--- src/sv/cem_pkg.sv ---
// cem_pkg: shared widths, opcodes and status codes of the clock exchange matcher.
// No dependencies; compiled first.
package cem_pkg;

    localparam int unsigned SLOTS_DEFAULT = 8;

    localparam int unsigned OP_W     = 2;
    localparam int unsigned ID_W     = 32;
    localparam int unsigned STAMP_W  = 62;
    localparam int unsigned MID_W    = 63;
    localparam int unsigned OFFS_W   = 64;
    localparam int unsigned STATUS_W = 3;
    localparam int unsigned COUNT_W  = 4;

    // opcodes
    localparam logic [OP_W-1:0] OP_REGISTER = 2'd0;
    localparam logic [OP_W-1:0] OP_COMPLETE = 2'd1;
    localparam logic [OP_W-1:0] OP_CLEAR    = 2'd2;

    // status codes
    localparam logic [STATUS_W-1:0] ST_OK       = 3'd0;
    localparam logic [STATUS_W-1:0] ST_DUP      = 3'd1;
    localparam logic [STATUS_W-1:0] ST_FULL     = 3'd2;
    localparam logic [STATUS_W-1:0] ST_MISMATCH = 3'd3;
    localparam logic [STATUS_W-1:0] ST_ORDER    = 3'd4;
    localparam logic [STATUS_W-1:0] ST_SAMPLE   = 3'd5;
    localparam logic [STATUS_W-1:0] ST_UNKNOWN  = 3'd6;

endpackage

--- src/sv/cem_if.sv ---
// cem_if: request and response channel interfaces (valid/ready plus payload).
// Depends on cem_pkg for field widths.
interface cem_req_if;
    logic                            valid;
    logic                            ready;
    logic [cem_pkg::OP_W-1:0]        opcode;
    logic [cem_pkg::ID_W-1:0]        xchg_id;
    logic [cem_pkg::STAMP_W-1:0]     send_stamp;
    logic [cem_pkg::STAMP_W-1:0]     remote_receive_stamp;
    logic [cem_pkg::STAMP_W-1:0]     remote_transmit_stamp;
    logic [cem_pkg::STAMP_W-1:0]     local_receive_stamp;

    modport source (
        output valid, opcode, xchg_id, send_stamp,
        output remote_receive_stamp, remote_transmit_stamp, local_receive_stamp,
        input  ready
    );
    modport sink (
        input  valid, opcode, xchg_id, send_stamp,
        input  remote_receive_stamp, remote_transmit_stamp, local_receive_stamp,
        output ready
    );
endinterface

interface cem_rsp_if;
    logic                            valid;
    logic                            ready;
    logic [cem_pkg::STATUS_W-1:0]    status_code;
    logic [cem_pkg::STAMP_W-1:0]     round_trip;
    logic signed [cem_pkg::OFFS_W-1:0] offset_doubled;
    logic [cem_pkg::MID_W-1:0]       local_mid_doubled;
    logic [cem_pkg::MID_W-1:0]       remote_mid_doubled;
    logic [cem_pkg::COUNT_W-1:0]     pending_count;

    modport source (
        output valid, status_code, round_trip, offset_doubled,
        output local_mid_doubled, remote_mid_doubled, pending_count,
        input  ready
    );
    modport sink (
        input  valid, status_code, round_trip, offset_doubled,
        input  local_mid_doubled, remote_mid_doubled, pending_count,
        output ready
    );
endinterface

--- src/sv/cem_ram.sv ---
// cem_ram: generic single-write, single-read RAM with registered read data.
// No dependencies.
module cem_ram #(
    parameter int unsigned WIDTH = 8,
    parameter int unsigned DEPTH = 8,
    localparam int unsigned AW = (DEPTH > 1) ? $clog2(DEPTH) : 1
) (
    input  logic             clk,
    input  logic             wr_en,
    input  logic [AW-1:0]    wr_addr,
    input  logic [WIDTH-1:0] wr_data,
    input  logic [AW-1:0]    rd_addr,
    output logic [WIDTH-1:0] rd_data
);

    logic [WIDTH-1:0] mem_reg [DEPTH];
    logic [WIDTH-1:0] rd_data_reg;

    always_ff @(posedge clk)
    begin
        if (wr_en)
        begin
            mem_reg[wr_addr] <= wr_data;
        end
        rd_data_reg <= mem_reg[rd_addr];
    end

    assign rd_data = rd_data_reg;

endmodule

--- src/sv/clock_exchange_matcher.sv ---
// clock_exchange_matcher: pending exchange table and four-stamp offset/delay unit.
// Depends on cem_pkg, cem_req_if / cem_rsp_if and cem_ram.
//
// Usage:
//   req channel carries one item: opcode, exchange id and four stamps t0..t3.
//   rsp channel returns exactly one item per request: status, round trip,
//   doubled offset, doubled local/remote midpoints and pending slot count.
//   Register (opcode 0) claims the lowest free slot; complete (opcode 1)
//   matches the id, checks t0 and computes the results; clear (opcode 2)
//   empties the table; opcode 3 answers unknown.
// Timing:
//   req.ready is high only in the idle state; one item at a time.
//   rsp.valid rises after accept via the result state for clear / unused
//   opcode; register and unknown id first scan the slots through the RAM read
//   port, one slot per cycle, with registered read data; a complete scans to
//   the matching slot, runs up to 6 steps in the shared 64-bit add/subtract
//   unit and then loads the response register.
// Reset: all slots inactive, count zero, no response pending. Ids and send
//   stamps live in RAM and are only read for active slots, so no sweep.
// Stall: the response sits in an output register; the block can take the
//   next request meanwhile and holds its finished result until rsp frees.
module clock_exchange_matcher #(
    parameter int unsigned SLOTS = cem_pkg::SLOTS_DEFAULT
) (
    input  logic      clk,
    input  logic      rst_n,
    cem_req_if.sink   req,
    cem_rsp_if.source rsp
);

    localparam int unsigned IDXW  = (SLOTS > 1) ? $clog2(SLOTS) : 1;
    localparam int unsigned CNTW  = $clog2(SLOTS + 1);
    localparam int unsigned ENTW  = cem_pkg::ID_W + cem_pkg::STAMP_W;
    localparam logic [IDXW-1:0] LAST_IDX = IDXW'(SLOTS - 1);

    // calc steps of the shared adder
    localparam logic [2:0] STEP_LSPAN = 3'd0;  // t3 - t0
    localparam logic [2:0] STEP_RSPAN = 3'd1;  // t2 - t1
    localparam logic [2:0] STEP_RTT   = 3'd2;  // local span - remote span
    localparam logic [2:0] STEP_LMID  = 3'd3;  // t0 + t3
    localparam logic [2:0] STEP_RMID  = 3'd4;  // t1 + t2
    localparam logic [2:0] STEP_OFFS  = 3'd5;  // rmid - lmid

    typedef enum logic [3:0] {
        S_IDLE   = 4'b0001,
        S_SCAN   = 4'b0010,
        S_CALC   = 4'b0100,
        S_RESULT = 4'b1000
    } state_t;

    // ---------------- control state ----------------
    state_t                      state_reg, state_next;
    logic [SLOTS-1:0]            active_reg, active_next;
    logic [CNTW-1:0]             total_reg, total_next;
    logic [IDXW-1:0]             scan_idx_reg, scan_idx_next;
    logic                        issue_done_reg, issue_done_next;
    logic                        cmp_vld_reg, cmp_vld_next;
    logic [IDXW-1:0]             cmp_idx_reg, cmp_idx_next;
    logic                        free_found_reg, free_found_next;
    logic [IDXW-1:0]             free_idx_reg, free_idx_next;
    logic [IDXW-1:0]             match_idx_reg, match_idx_next;
    logic [2:0]                  step_reg, step_next;
    logic                        out_valid_reg, out_valid_next;
    logic [cem_pkg::STATUS_W-1:0] status_reg, status_next;

    // ---------------- datapath registers ----------------
    logic [cem_pkg::OP_W-1:0]    op_reg;
    logic [cem_pkg::ID_W-1:0]    id_reg;
    logic [cem_pkg::STAMP_W-1:0] t0_reg, t1_reg, t2_reg, t3_reg;
    logic [cem_pkg::STAMP_W-1:0] span_l_reg, span_r_reg, rtt_reg;
    logic                        order_bad_reg;
    logic [cem_pkg::MID_W-1:0]   lmid_reg, rmid_reg;
    logic [cem_pkg::OFFS_W-1:0]  offs_reg;

    logic [cem_pkg::STATUS_W-1:0] out_status_reg;
    logic [cem_pkg::STAMP_W-1:0]  out_rtt_reg;
    logic [cem_pkg::OFFS_W-1:0]   out_offs_reg;
    logic [cem_pkg::MID_W-1:0]    out_lmid_reg, out_rmid_reg;
    logic [cem_pkg::COUNT_W-1:0]  out_count_reg;

    // ---------------- strobes ----------------
    logic req_take;
    logic out_load;
    logic vals_ok;

    // ---------------- slot RAM ----------------
    logic            ram_wr_en;
    logic [IDXW-1:0] ram_wr_addr;
    logic [ENTW-1:0] ram_rd_data;
    logic [cem_pkg::ID_W-1:0]    rd_ident;
    logic [cem_pkg::STAMP_W-1:0] rd_sent;
    logic            slot_hit;
    logic [IDXW-1:0] free_sel;

    // ---------------- shared adder ----------------
    logic [cem_pkg::OFFS_W-1:0] alu_a, alu_b;
    logic                       alu_sub;
    logic [cem_pkg::OFFS_W:0]   alu_sum;
    logic                       alu_borrow;

    cem_ram #(
        .WIDTH (ENTW),
        .DEPTH (SLOTS)
    ) u_slot_ram (
        .clk     (clk),
        .wr_en   (ram_wr_en),
        .wr_addr (ram_wr_addr),
        .wr_data ({id_reg, t0_reg}),
        .rd_addr (scan_idx_reg),
        .rd_data (ram_rd_data)
    );

    assign rd_ident = ram_rd_data[ENTW-1 -: cem_pkg::ID_W];
    assign rd_sent  = ram_rd_data[cem_pkg::STAMP_W-1:0];
    assign slot_hit = active_reg[cmp_idx_reg] && (rd_ident == id_reg);
    assign free_sel = free_found_reg ? free_idx_reg : cmp_idx_reg;

    assign req.ready = (state_reg == S_IDLE);
    assign req_take  = req.valid && req.ready;

    // operand select per step; subtract via inverted operand and carry in
    always_comb
    begin
        alu_a   = '0;
        alu_b   = '0;
        alu_sub = 1'b1;
        case (step_reg)
            STEP_LSPAN:
            begin
                alu_a = 64'(t3_reg);
                alu_b = 64'(t0_reg);
            end
            STEP_RSPAN:
            begin
                alu_a = 64'(t2_reg);
                alu_b = 64'(t1_reg);
            end
            STEP_RTT:
            begin
                alu_a = 64'(span_l_reg);
                alu_b = 64'(span_r_reg);
            end
            STEP_LMID:
            begin
                alu_a   = 64'(t0_reg);
                alu_b   = 64'(t3_reg);
                alu_sub = 1'b0;
            end
            STEP_RMID:
            begin
                alu_a   = 64'(t1_reg);
                alu_b   = 64'(t2_reg);
                alu_sub = 1'b0;
            end
            STEP_OFFS:
            begin
                alu_a = 64'(rmid_reg);
                alu_b = 64'(lmid_reg);
            end
            default:
            begin
                alu_a = '0;
                alu_b = '0;
            end
        endcase
    end

    assign alu_sum    = {1'b0, alu_a} + {1'b0, (alu_sub ? ~alu_b : alu_b)}
                        + 65'(alu_sub);
    assign alu_borrow = alu_sub && !alu_sum[cem_pkg::OFFS_W];

    // ---------------- sequencer ----------------
    always_comb
    begin
        state_next      = state_reg;
        active_next     = active_reg;
        total_next      = total_reg;
        scan_idx_next   = scan_idx_reg;
        issue_done_next = issue_done_reg;
        cmp_vld_next    = cmp_vld_reg;
        cmp_idx_next    = cmp_idx_reg;
        free_found_next = free_found_reg;
        free_idx_next   = free_idx_reg;
        match_idx_next  = match_idx_reg;
        step_next       = step_reg;
        status_next     = status_reg;
        out_valid_next  = out_valid_reg;
        ram_wr_en       = 1'b0;
        ram_wr_addr     = free_sel;
        out_load        = 1'b0;

        if (rsp.valid && rsp.ready)
        begin
            out_valid_next = 1'b0;
        end

        unique case (state_reg)
            S_IDLE:
            begin
                if (req_take)
                begin
                    scan_idx_next   = '0;
                    issue_done_next = 1'b0;
                    cmp_vld_next    = 1'b0;
                    free_found_next = 1'b0;
                    step_next       = STEP_LSPAN;
                    if (req.opcode == cem_pkg::OP_CLEAR)
                    begin
                        active_next = '0;
                        total_next  = '0;
                        status_next = cem_pkg::ST_OK;
                        state_next  = S_RESULT;
                    end
                    else if (req.opcode == cem_pkg::OP_REGISTER ||
                             req.opcode == cem_pkg::OP_COMPLETE)
                    begin
                        state_next = S_SCAN;
                    end
                    else
                    begin
                        status_next = cem_pkg::ST_UNKNOWN;
                        state_next  = S_RESULT;
                    end
                end
            end

            S_SCAN:
            begin
                // issue side: one RAM read per cycle
                if (!issue_done_reg)
                begin
                    cmp_vld_next = 1'b1;
                    cmp_idx_next = scan_idx_reg;
                    if (scan_idx_reg == LAST_IDX)
                    begin
                        issue_done_next = 1'b1;
                    end
                    else
                    begin
                        scan_idx_next = scan_idx_reg + 1'b1;
                    end
                end
                else
                begin
                    cmp_vld_next = 1'b0;
                end

                // compare side: data for cmp_idx_reg arrives now
                if (cmp_vld_reg)
                begin
                    if (slot_hit)
                    begin
                        if (op_reg == cem_pkg::OP_REGISTER)
                        begin
                            status_next = cem_pkg::ST_DUP;
                            state_next  = S_RESULT;
                        end
                        else if (rd_sent != t0_reg)
                        begin
                            status_next = cem_pkg::ST_MISMATCH;
                            state_next  = S_RESULT;
                        end
                        else
                        begin
                            match_idx_next = cmp_idx_reg;
                            step_next      = STEP_LSPAN;
                            state_next     = S_CALC;
                        end
                    end
                    else
                    begin
                        if (!active_reg[cmp_idx_reg] && !free_found_reg)
                        begin
                            free_found_next = 1'b1;
                            free_idx_next   = cmp_idx_reg;
                        end
                        if (cmp_idx_reg == LAST_IDX)
                        begin
                            state_next = S_RESULT;
                            if (op_reg == cem_pkg::OP_REGISTER)
                            begin
                                if (free_found_reg || !active_reg[cmp_idx_reg])
                                begin
                                    ram_wr_en             = 1'b1;
                                    active_next[free_sel] = 1'b1;
                                    total_next            = total_reg + 1'b1;
                                    status_next           = cem_pkg::ST_OK;
                                end
                                else
                                begin
                                    status_next = cem_pkg::ST_FULL;
                                end
                            end
                            else
                            begin
                                status_next = cem_pkg::ST_UNKNOWN;
                            end
                        end
                    end
                end
            end

            S_CALC:
            begin
                step_next = step_reg + 1'b1;
                case (step_reg)
                    STEP_RSPAN:
                    begin
                        if (alu_borrow || order_bad_reg)
                        begin
                            status_next = cem_pkg::ST_ORDER;
                            state_next  = S_RESULT;
                        end
                    end
                    STEP_RTT:
                    begin
                        if (alu_borrow)
                        begin
                            status_next = cem_pkg::ST_SAMPLE;
                            state_next  = S_RESULT;
                        end
                    end
                    STEP_OFFS:
                    begin
                        active_next[match_idx_reg] = 1'b0;
                        total_next  = total_reg - 1'b1;
                        status_next = cem_pkg::ST_OK;
                        state_next  = S_RESULT;
                    end
                    default:
                    begin
                        status_next = status_reg;
                    end
                endcase
            end

            S_RESULT:
            begin
                if (!out_valid_reg || rsp.ready)
                begin
                    out_load       = 1'b1;
                    out_valid_next = 1'b1;
                    state_next     = S_IDLE;
                end
            end

            default:
            begin
                state_next = S_IDLE;
            end
        endcase
    end

    always_ff @(posedge clk or negedge rst_n)
    begin
        if (!rst_n)
        begin
            state_reg      <= S_IDLE;
            active_reg     <= '0;
            total_reg      <= '0;
            scan_idx_reg   <= '0;
            issue_done_reg <= 1'b0;
            cmp_vld_reg    <= 1'b0;
            cmp_idx_reg    <= '0;
            free_found_reg <= 1'b0;
            free_idx_reg   <= '0;
            match_idx_reg  <= '0;
            step_reg       <= STEP_LSPAN;
            status_reg     <= cem_pkg::ST_OK;
            out_valid_reg  <= 1'b0;
        end
        else
        begin
            state_reg      <= state_next;
            active_reg     <= active_next;
            total_reg      <= total_next;
            scan_idx_reg   <= scan_idx_next;
            issue_done_reg <= issue_done_next;
            cmp_vld_reg    <= cmp_vld_next;
            cmp_idx_reg    <= cmp_idx_next;
            free_found_reg <= free_found_next;
            free_idx_reg   <= free_idx_next;
            match_idx_reg  <= match_idx_next;
            step_reg       <= step_next;
            status_reg     <= status_next;
            out_valid_reg  <= out_valid_next;
        end
    end

    // value fields are only meaningful on a successful complete
    assign vals_ok = (op_reg == cem_pkg::OP_COMPLETE) && (status_reg == cem_pkg::ST_OK);

    // payload registers, no reset
    always_ff @(posedge clk)
    begin
        if (req_take)
        begin
            op_reg <= req.opcode;
            id_reg <= req.xchg_id;
            t0_reg <= req.send_stamp;
            t1_reg <= req.remote_receive_stamp;
            t2_reg <= req.remote_transmit_stamp;
            t3_reg <= req.local_receive_stamp;
        end

        if (state_reg == S_CALC)
        begin
            case (step_reg)
                STEP_LSPAN:
                begin
                    span_l_reg    <= alu_sum[cem_pkg::STAMP_W-1:0];
                    order_bad_reg <= alu_borrow;
                end
                STEP_RSPAN: span_r_reg <= alu_sum[cem_pkg::STAMP_W-1:0];
                STEP_RTT:   rtt_reg    <= alu_sum[cem_pkg::STAMP_W-1:0];
                STEP_LMID:  lmid_reg   <= alu_sum[cem_pkg::MID_W-1:0];
                STEP_RMID:  rmid_reg   <= alu_sum[cem_pkg::MID_W-1:0];
                STEP_OFFS:  offs_reg   <= alu_sum[cem_pkg::OFFS_W-1:0];
                default:    offs_reg   <= offs_reg;
            endcase
        end

        if (out_load)
        begin
            out_status_reg <= status_reg;
            out_rtt_reg    <= vals_ok ? rtt_reg  : '0;
            out_offs_reg   <= vals_ok ? offs_reg : '0;
            out_lmid_reg   <= vals_ok ? lmid_reg : '0;
            out_rmid_reg   <= vals_ok ? rmid_reg : '0;
            out_count_reg  <= cem_pkg::COUNT_W'(total_reg);
        end
    end

    assign rsp.valid              = out_valid_reg;
    assign rsp.status_code        = out_status_reg;
    assign rsp.round_trip         = out_rtt_reg;
    assign rsp.offset_doubled     = out_offs_reg;
    assign rsp.local_mid_doubled  = out_lmid_reg;
    assign rsp.remote_mid_doubled = out_rmid_reg;
    assign rsp.pending_count      = out_count_reg;

endmodule
--- src/flat_wrapper.sv ---
// flat-port wrapper written by rule: the top's interface ports become plain ports
module clock_exchange_matcher_flat 
#(
    parameter int unsigned SLOTS = cem_pkg::SLOTS_DEFAULT
)
  (clk, rst_n, req_valid, req_opcode, req_xchg_id, req_send_stamp, req_remote_receive_stamp, req_remote_transmit_stamp, req_local_receive_stamp, req_ready, rsp_valid, rsp_status_code, rsp_round_trip, rsp_offset_doubled, rsp_local_mid_doubled, rsp_remote_mid_doubled, rsp_pending_count, rsp_ready);
  cem_req_if req_i ();
  cem_rsp_if rsp_i ();
  input  logic clk;
  input  logic rst_n;
  input wire logic [$bits(req_i.valid)-1:0] req_valid;
  input wire logic [$bits(req_i.opcode)-1:0] req_opcode;
  input wire logic [$bits(req_i.xchg_id)-1:0] req_xchg_id;
  input wire logic [$bits(req_i.send_stamp)-1:0] req_send_stamp;
  input wire logic [$bits(req_i.remote_receive_stamp)-1:0] req_remote_receive_stamp;
  input wire logic [$bits(req_i.remote_transmit_stamp)-1:0] req_remote_transmit_stamp;
  input wire logic [$bits(req_i.local_receive_stamp)-1:0] req_local_receive_stamp;
  output wire logic [$bits(req_i.ready)-1:0] req_ready;
  output wire logic [$bits(rsp_i.valid)-1:0] rsp_valid;
  output wire logic [$bits(rsp_i.status_code)-1:0] rsp_status_code;
  output wire logic [$bits(rsp_i.round_trip)-1:0] rsp_round_trip;
  output wire logic [$bits(rsp_i.offset_doubled)-1:0] rsp_offset_doubled;
  output wire logic [$bits(rsp_i.local_mid_doubled)-1:0] rsp_local_mid_doubled;
  output wire logic [$bits(rsp_i.remote_mid_doubled)-1:0] rsp_remote_mid_doubled;
  output wire logic [$bits(rsp_i.pending_count)-1:0] rsp_pending_count;
  input wire logic [$bits(rsp_i.ready)-1:0] rsp_ready;
  assign req_i.valid = req_valid;
  assign req_i.opcode = req_opcode;
  assign req_i.xchg_id = req_xchg_id;
  assign req_i.send_stamp = req_send_stamp;
  assign req_i.remote_receive_stamp = req_remote_receive_stamp;
  assign req_i.remote_transmit_stamp = req_remote_transmit_stamp;
  assign req_i.local_receive_stamp = req_local_receive_stamp;
  assign req_ready = req_i.ready;
  assign rsp_valid = rsp_i.valid;
  assign rsp_status_code = rsp_i.status_code;
  assign rsp_round_trip = rsp_i.round_trip;
  assign rsp_offset_doubled = rsp_i.offset_doubled;
  assign rsp_local_mid_doubled = rsp_i.local_mid_doubled;
  assign rsp_remote_mid_doubled = rsp_i.remote_mid_doubled;
  assign rsp_pending_count = rsp_i.pending_count;
  assign rsp_i.ready = rsp_ready;
  clock_exchange_matcher #(.SLOTS(SLOTS)) u_core (.clk(clk), .rst_n(rst_n), .req(req_i), .rsp(rsp_i));
endmodule
--- config.mk ---
export PLATFORM = sky130hd
export DESIGN_NAME = clock_exchange_matcher_flat
export DESIGN_NICKNAME = d
export VERILOG_FILES = /design/src/sv/cem_pkg.sv /design/src/sv/cem_if.sv /design/src/sv/cem_ram.sv /design/src/sv/clock_exchange_matcher.sv /design/src/flat_wrapper.sv
export SDC_FILE = /design/constraint.sdc
export NUM_CORES = 2
export LEC_CHECK = 0
export BUFFER_PORTS_ARGS = -buffer_cell sky130_fd_sc_hd__buf_2
export CORE_MARGIN = 2
export CORE_UTILIZATION = 30
export DETAILED_ROUTE_END_ITERATION = 10
export PLACE_DENSITY = 0.46
export RECOVER_POWER = 50
export SYNTH_ARGS = -nofsm -noshare
export SYNTH_HDL_FRONTEND = slang
export SYNTH_SLANG_ARGS = --single-unit
--- constraint.sdc ---
create_clock -name clk -period 16.66 [get_ports clk]
set_clock_uncertainty 0.2 [all_clocks]
set_input_delay 4.998 -clock clk [delete_from_list [all_inputs] [get_ports clk]]
set_output_delay 4.998 -clock clk [all_outputs]
set_load 0.05 [all_outputs]
Word level (Yosys, flattened, before mapping)
Memory sizes are Yosys's and may differ from the RTL's. A register that Yosys moved wholly into a read port is not among the register bits. Index checks and enable logic that the tools add are counted.

Register bits after elaboration: 956. Bits in writable memories: 752. Output and inout port bits: 261. Memories: 1.

$add $sub $neg: 6. $lt $le $gt $ge: 5. Eq/ne operators: 37. Muxes and demuxes: 88. Bitwise operators: 8. Reduce and logical (&&, ||, !) cells: 39.

Memory list: u_core.u_slot_ram.mem_reg (words 8, width 94, read ports 1, clocked after Yosys merged registers in 1, write ports 1, RTL line cem_ram.sv:16) `logic [WIDTH-1:0] mem_reg [DEPTH];`.

Operators with widths (number): $pmux 63 s6 (2); $mux 4 (19); $add 63x64->65 (1); $add 65x1->65 (1); $mux 64 (1); $mux 8 (8); $not 63->64 (1); $ne 62x62->1 (1); $mux 3 (19); $eq 32x32->1 (1); $pmux 3 s3 (3); $mux 1 (24); $pmux 4 s3 (2); $pmux 8 s3 (1); $reduce_and 9->1 (2); $ne 2x2->1 const B (8); $pmux 4 s4 (1); $reduce_and 2->1 (8); $ne 2x1->1 const B (7); $eq 3x3->1 const B (4); $lt 3x4->1 const B (3); $reduce_and 5->1 (2); $and 8x8->8 (1); $logic_and 1x1->1 (8); other kinds (34) (55).

Longest topological paths before layout
Depth in word-level cells: 12. Gate-level depth with buffers: 21.

Modules after synthesis
A second synthesis with hierarchy kept.

Cell total of the unflattened synthesis: 4028. Area, all modules: 71621.2 um^2.

Modules (own cells, without submodules): clock_exchange_matcher (times used 1, cells an instance 2835, area an instance 41489.8 um^2, sequential area each 28518.6 um^2); cem_ram (times used 1, cells an instance 1193, area an instance 30131.4 um^2, sequential area each 24463.5 um^2).

Worst setup path after synthesis
Ideal clock, no wire load.

Kind: input -> register. From: in rsp_ready. To: reg u_core.out_lmid_reg (netlist bit u_core.rsp.local_mid_doubled[0]), enable pin. Arrival time: 15756 ps. Slack: -179 ps. Cell stages on the path: 2. Path buffers: 0. Path through: nor2b_1 nor2_1.

Longest elaborated chain between the ends: 3.

RTL lines: from (decl) (RTL line flat_wrapper.sv:26) `input wire logic [$bits(rsp_i.ready)-1:0] rsp_ready;`; $logic_or 1x1->1 (RTL line clock_exchange_matcher.sv:339) `if (!out_valid_reg || rsp.ready)`; $mux 1 (RTL line clock_exchange_matcher.sv:339); $mux 1 (RTL line clock_exchange_matcher.sv:197) `unique case (state_reg)`; net u_core.out_load (RTL line clock_exchange_matcher.sv:83) `logic out_load;`; to (signal assigned) (RTL line clock_exchange_matcher.sv:428) `out_lmid_reg <= vals_ok ? lmid_reg : '0;`; to (decl) (RTL line clock_exchange_matcher.sv:78) `logic [cem_pkg::MID_W-1:0] out_lmid_reg, out_rmid_reg;`.

The timed path passes the listed nets, and every way through them passes these cells. A chain may end at the register's enable or synchronous reset.

==> reports/metrics.csv <==
stage;metric;value;unit
placement;Post-DP Area;0.0784;mm2
yosys;syn_nets;4486;
worst_hold_path;Hold Crit Start;u_core.offs_reg[53];
placement;dpl hpwl;148000;um
timing;Final Hold Fails;0;
final_layout;multi-input logic area;0.0179;mm2
final_layout;final layout net count;5079;
run;max cap viols;32;
die;core area;0.238;mm2
yosys;count leader, synth;edfxtp_1;
timing;RSZ-0062 raised after global routing;false;
timing;fmax;0.0955;GHz
outcome;run status;finished with violations;
final_layout;max reg flops;752;
yosys;sequential element share of the synthesized area;73.8;%
setup_path;Crit path required time;17.18;ns
yosys;Syn. warnings;0;
clock_tree;CTS buffer count;193;
grt;initial antenna violation count;107;
power_and_ir_drop;VDD IR max;89.0;uV
die;Rows;179;
setup_path;R2R cell count;3;
placement;pre-CTS setup slack;8.62;ns
final_layout;final core area utilization;35.6;%
detailed_routing;via-per-instance ratio;4.96;
yosys;most frequent cells after synthesis;edfxtp_1, and2_1, nand2_1, mux2_2, mux4_2;
timing;Pins Over Slew Limit;1402;
detailed_routing;initial drt markers;3501;
placement;Port Buffers;546;
worst_hold_path;Min-Delay Path Class;reg -> reg;
grt;first-pass GRT wire length;313000;um
clock_tree;Clock Tree Root;clkbuf_16;
die;Die H;493;um
clock_tree;Clock Path Buffers;3;
power_and_ir_drop;P_leak;26.9;nW
clock_tree;number of gates resized after CTS;0;
timing;Final WS setup;6.19;ns
clock_tree;H-tree levels;4;
setup_path;Crit Path Max Fanout;147;
yosys;xor and xnor fraction of the mapped netlist area;2.46;%
yosys;Synth Instances;4127;
yosys;ys flop type;edfxtp_1;
yosys;Async S/R FF share, synth;2.11;%
die;die area;0.243;mm2
yosys;area share of the largest cell type after synthesis;69.8;%
placement;Placed Cells incl. Taps;7692;
setup_path;reg-to-reg critical path endpoint;u_core.u_slot_ram.rd_data[2];
yosys;Avg Synthesized Cell Area;17.4;um2
final_layout;Layout fillers;22800;
setup_path;reg2reg start;u_core.scan_idx_reg[1];
yosys;Area contributors post-synth;edfxtp_1, mux4_2, mux2_2;
setup_path;Startpoint Class;flip-flop;
yosys;EDFF count, synth;1670;
timing;Final setup viols;0;
die;Die W;493;um
timing;Tmin final;10.47;ns
detailed_routing;First-pass DRT Iterations;9;
yosys;Post-Syn Area;0.0718;mm2
outcome;failing checks;capacitance limit, slew limit;
setup_path;WP data arrival;10.99;ns
die;IO Count;547;
final_layout;fin cells;8086;
setup_path;Setup CP Type;reg -> reg;
clock_tree;Clk pin slew, worst setup/hold paths;0.06;ns
yosys;Post-Synth Simple-Gate Area;5.74;%
die;Initial Util;30.2;%
timing;Worst Max-Slew Pin Slew;10.59;ns
timing;crit share post-route;62.8;%
setup_path;register-to-register setup slack;6.19;ns
final_layout;synthesis-to-layout area growth;17.8;%
final_layout;post-route cell area;0.0846;mm2
grt;GRT Util Overall;17.9;%
grt;pin count of the biggest net entering global routing;148;
yosys;Netlist cell types;81;
yosys;area leader, netlist;edfxtp_1;
worst_hold_path;Hold Path Sink;u_core.rsp.offset_doubled[53];
timing;relative slew slack;-606;%
clock_tree;clock latency at the later pin of the worst-skew pair;0.84;ns
detailed_routing;antenna-violating nets left;0;
clock_tree;Post-CTS Setup Bufs;0;
worst_hold_path;WHS Path Cells;1;
yosys;mux cell area share after synthesis;9.71;%
yosys;largest family of logic cells by synthesized area;multiplexers;
clock_tree;CTS tree;built;
final_layout;Seq. cell area;0.0530;mm2
detailed_routing;DRC;0;
grt;GRT overflow;0;
power_and_ir_drop;pwr/cell area;109;mW/mm2
detailed_routing;WL/cell;27.6;um
yosys;Compound-Gate Fraction of Synth Area;5.58;%
yosys;adder-cell area share of the yosys netlist;1.29;%
grt;vias in the first global route;41000;
clock_tree;clk sink count;1802;
detailed_routing;vias post-DR;40100;
final_layout;fraction of layout cells with a size suffix above 1;26.8;%
timing;post-route setup TNS;0;ns
clock_tree;hold-fix buffer count after cts;0;
placement;Placer Congestion;0.826;
detailed_routing;Routed WL;223000;um
setup_path;crit end category;flip-flop;
yosys;Synth Register Bits;1802;
[critical path, cell delays in order (launching register included)]
cell	delay [ns]
dfrtp_4	0.91
clkbuf_1	7.33
mux4_2	1.47
mux2_2	0.23
[layout make-up]
cell class	count	share of cell area [%]
sequential	1802	62.7
multi-input combinational	2057	21.1
clock buffer	258	6.21
tap	3167	4.69
timing repair buffer	614	3.71
clock inverter	104	1.25
inverter	52	0.240
antenna	32	0.0947
[layer usage]
layer | vias to the layer above | share of wire (%) | wire [um] | GRT usage [%]
met2 | 1250 | 48 | 106000 | 29.0
met5 | - | 0.29 | 642 | 0
met4 | 98 | 2.5 | 5600 | 4.34
li1 | 17500 | - | - | -
met1 | 20900 | 43 | 95200 | 23.8
met3 | 395 | 6.9 | 15400 | 4.73
[power breakdown]
| part | total, W | internal [W] | switching (W) |
|---|---|---|---|
| clock | 0.00426 | 0.00242 | 0.00184 |
| combinational | 0.0000527 | 0.0000236 | 0.0000291 |
| sequential | 0.00488 | 0.00488 | 0.0000000000000000000138 |
[placed cells by master, fill, tap and decap left out, drive strengths merged, types with 37 or more instances in the layout]
| cell type | n |
|---|---|
| clkbuf | 292 |
| inv | 59 |
| xnor2 | 115 |
| ha | 71 |
| buf | 580 |
| nand2 | 237 |
| mux2 | 233 |
| xor2 | 87 |
| nor2 | 76 |
| edfxtp | 1670 |
| o21ai | 67 |
| nand3 | 75 |
| and2 | 264 |
| clkinv | 74 |
| mux4 | 191 |
| a222oi | 61 |
| a22oi | 180 |
| dfxtp | 94 |
| dfrtp | 37 |
| a21oi | 96 |
[logic make-up after synthesis]
family	count (synthesis)
AND/OR/NAND/NOR	795
flip-flops	1802
buffers and inverters	268
multiplexers	428
adder cells (fa/ha/maj)	73
AO/OA/AOI/OAI	559
XOR/XNOR	202
[worst max path at each step]
stage / startpoint / endpoint
after floorplan: rsp_ready / u_core.rsp.local_mid_doubled[0]
after global placement: rsp_ready / u_core.rsp.remote_mid_doubled[36]
after detailed placement: rsp_ready / u_core.rsp.local_mid_doubled[30]
final: u_core.scan_idx_reg[1] / u_core.u_slot_ram.rd_data[2]
after CTS: u_core.state_reg[2] / req_ready
after global routing: u_core.scan_idx_reg[1] / u_core.u_slot_ram.rd_data[3]
[per-stage QoR]
step,hold slack (ns),total power (W)
after floorplan,0.238,0.00498
after global placement,0.298,0.00503
after detailed placement,0.282,0.00503
after CTS,0.286,0.00932
after global routing,0.325,0.00948
final,0.296,0.00920
No activity file was read; power rests on OpenSTA's default activity.
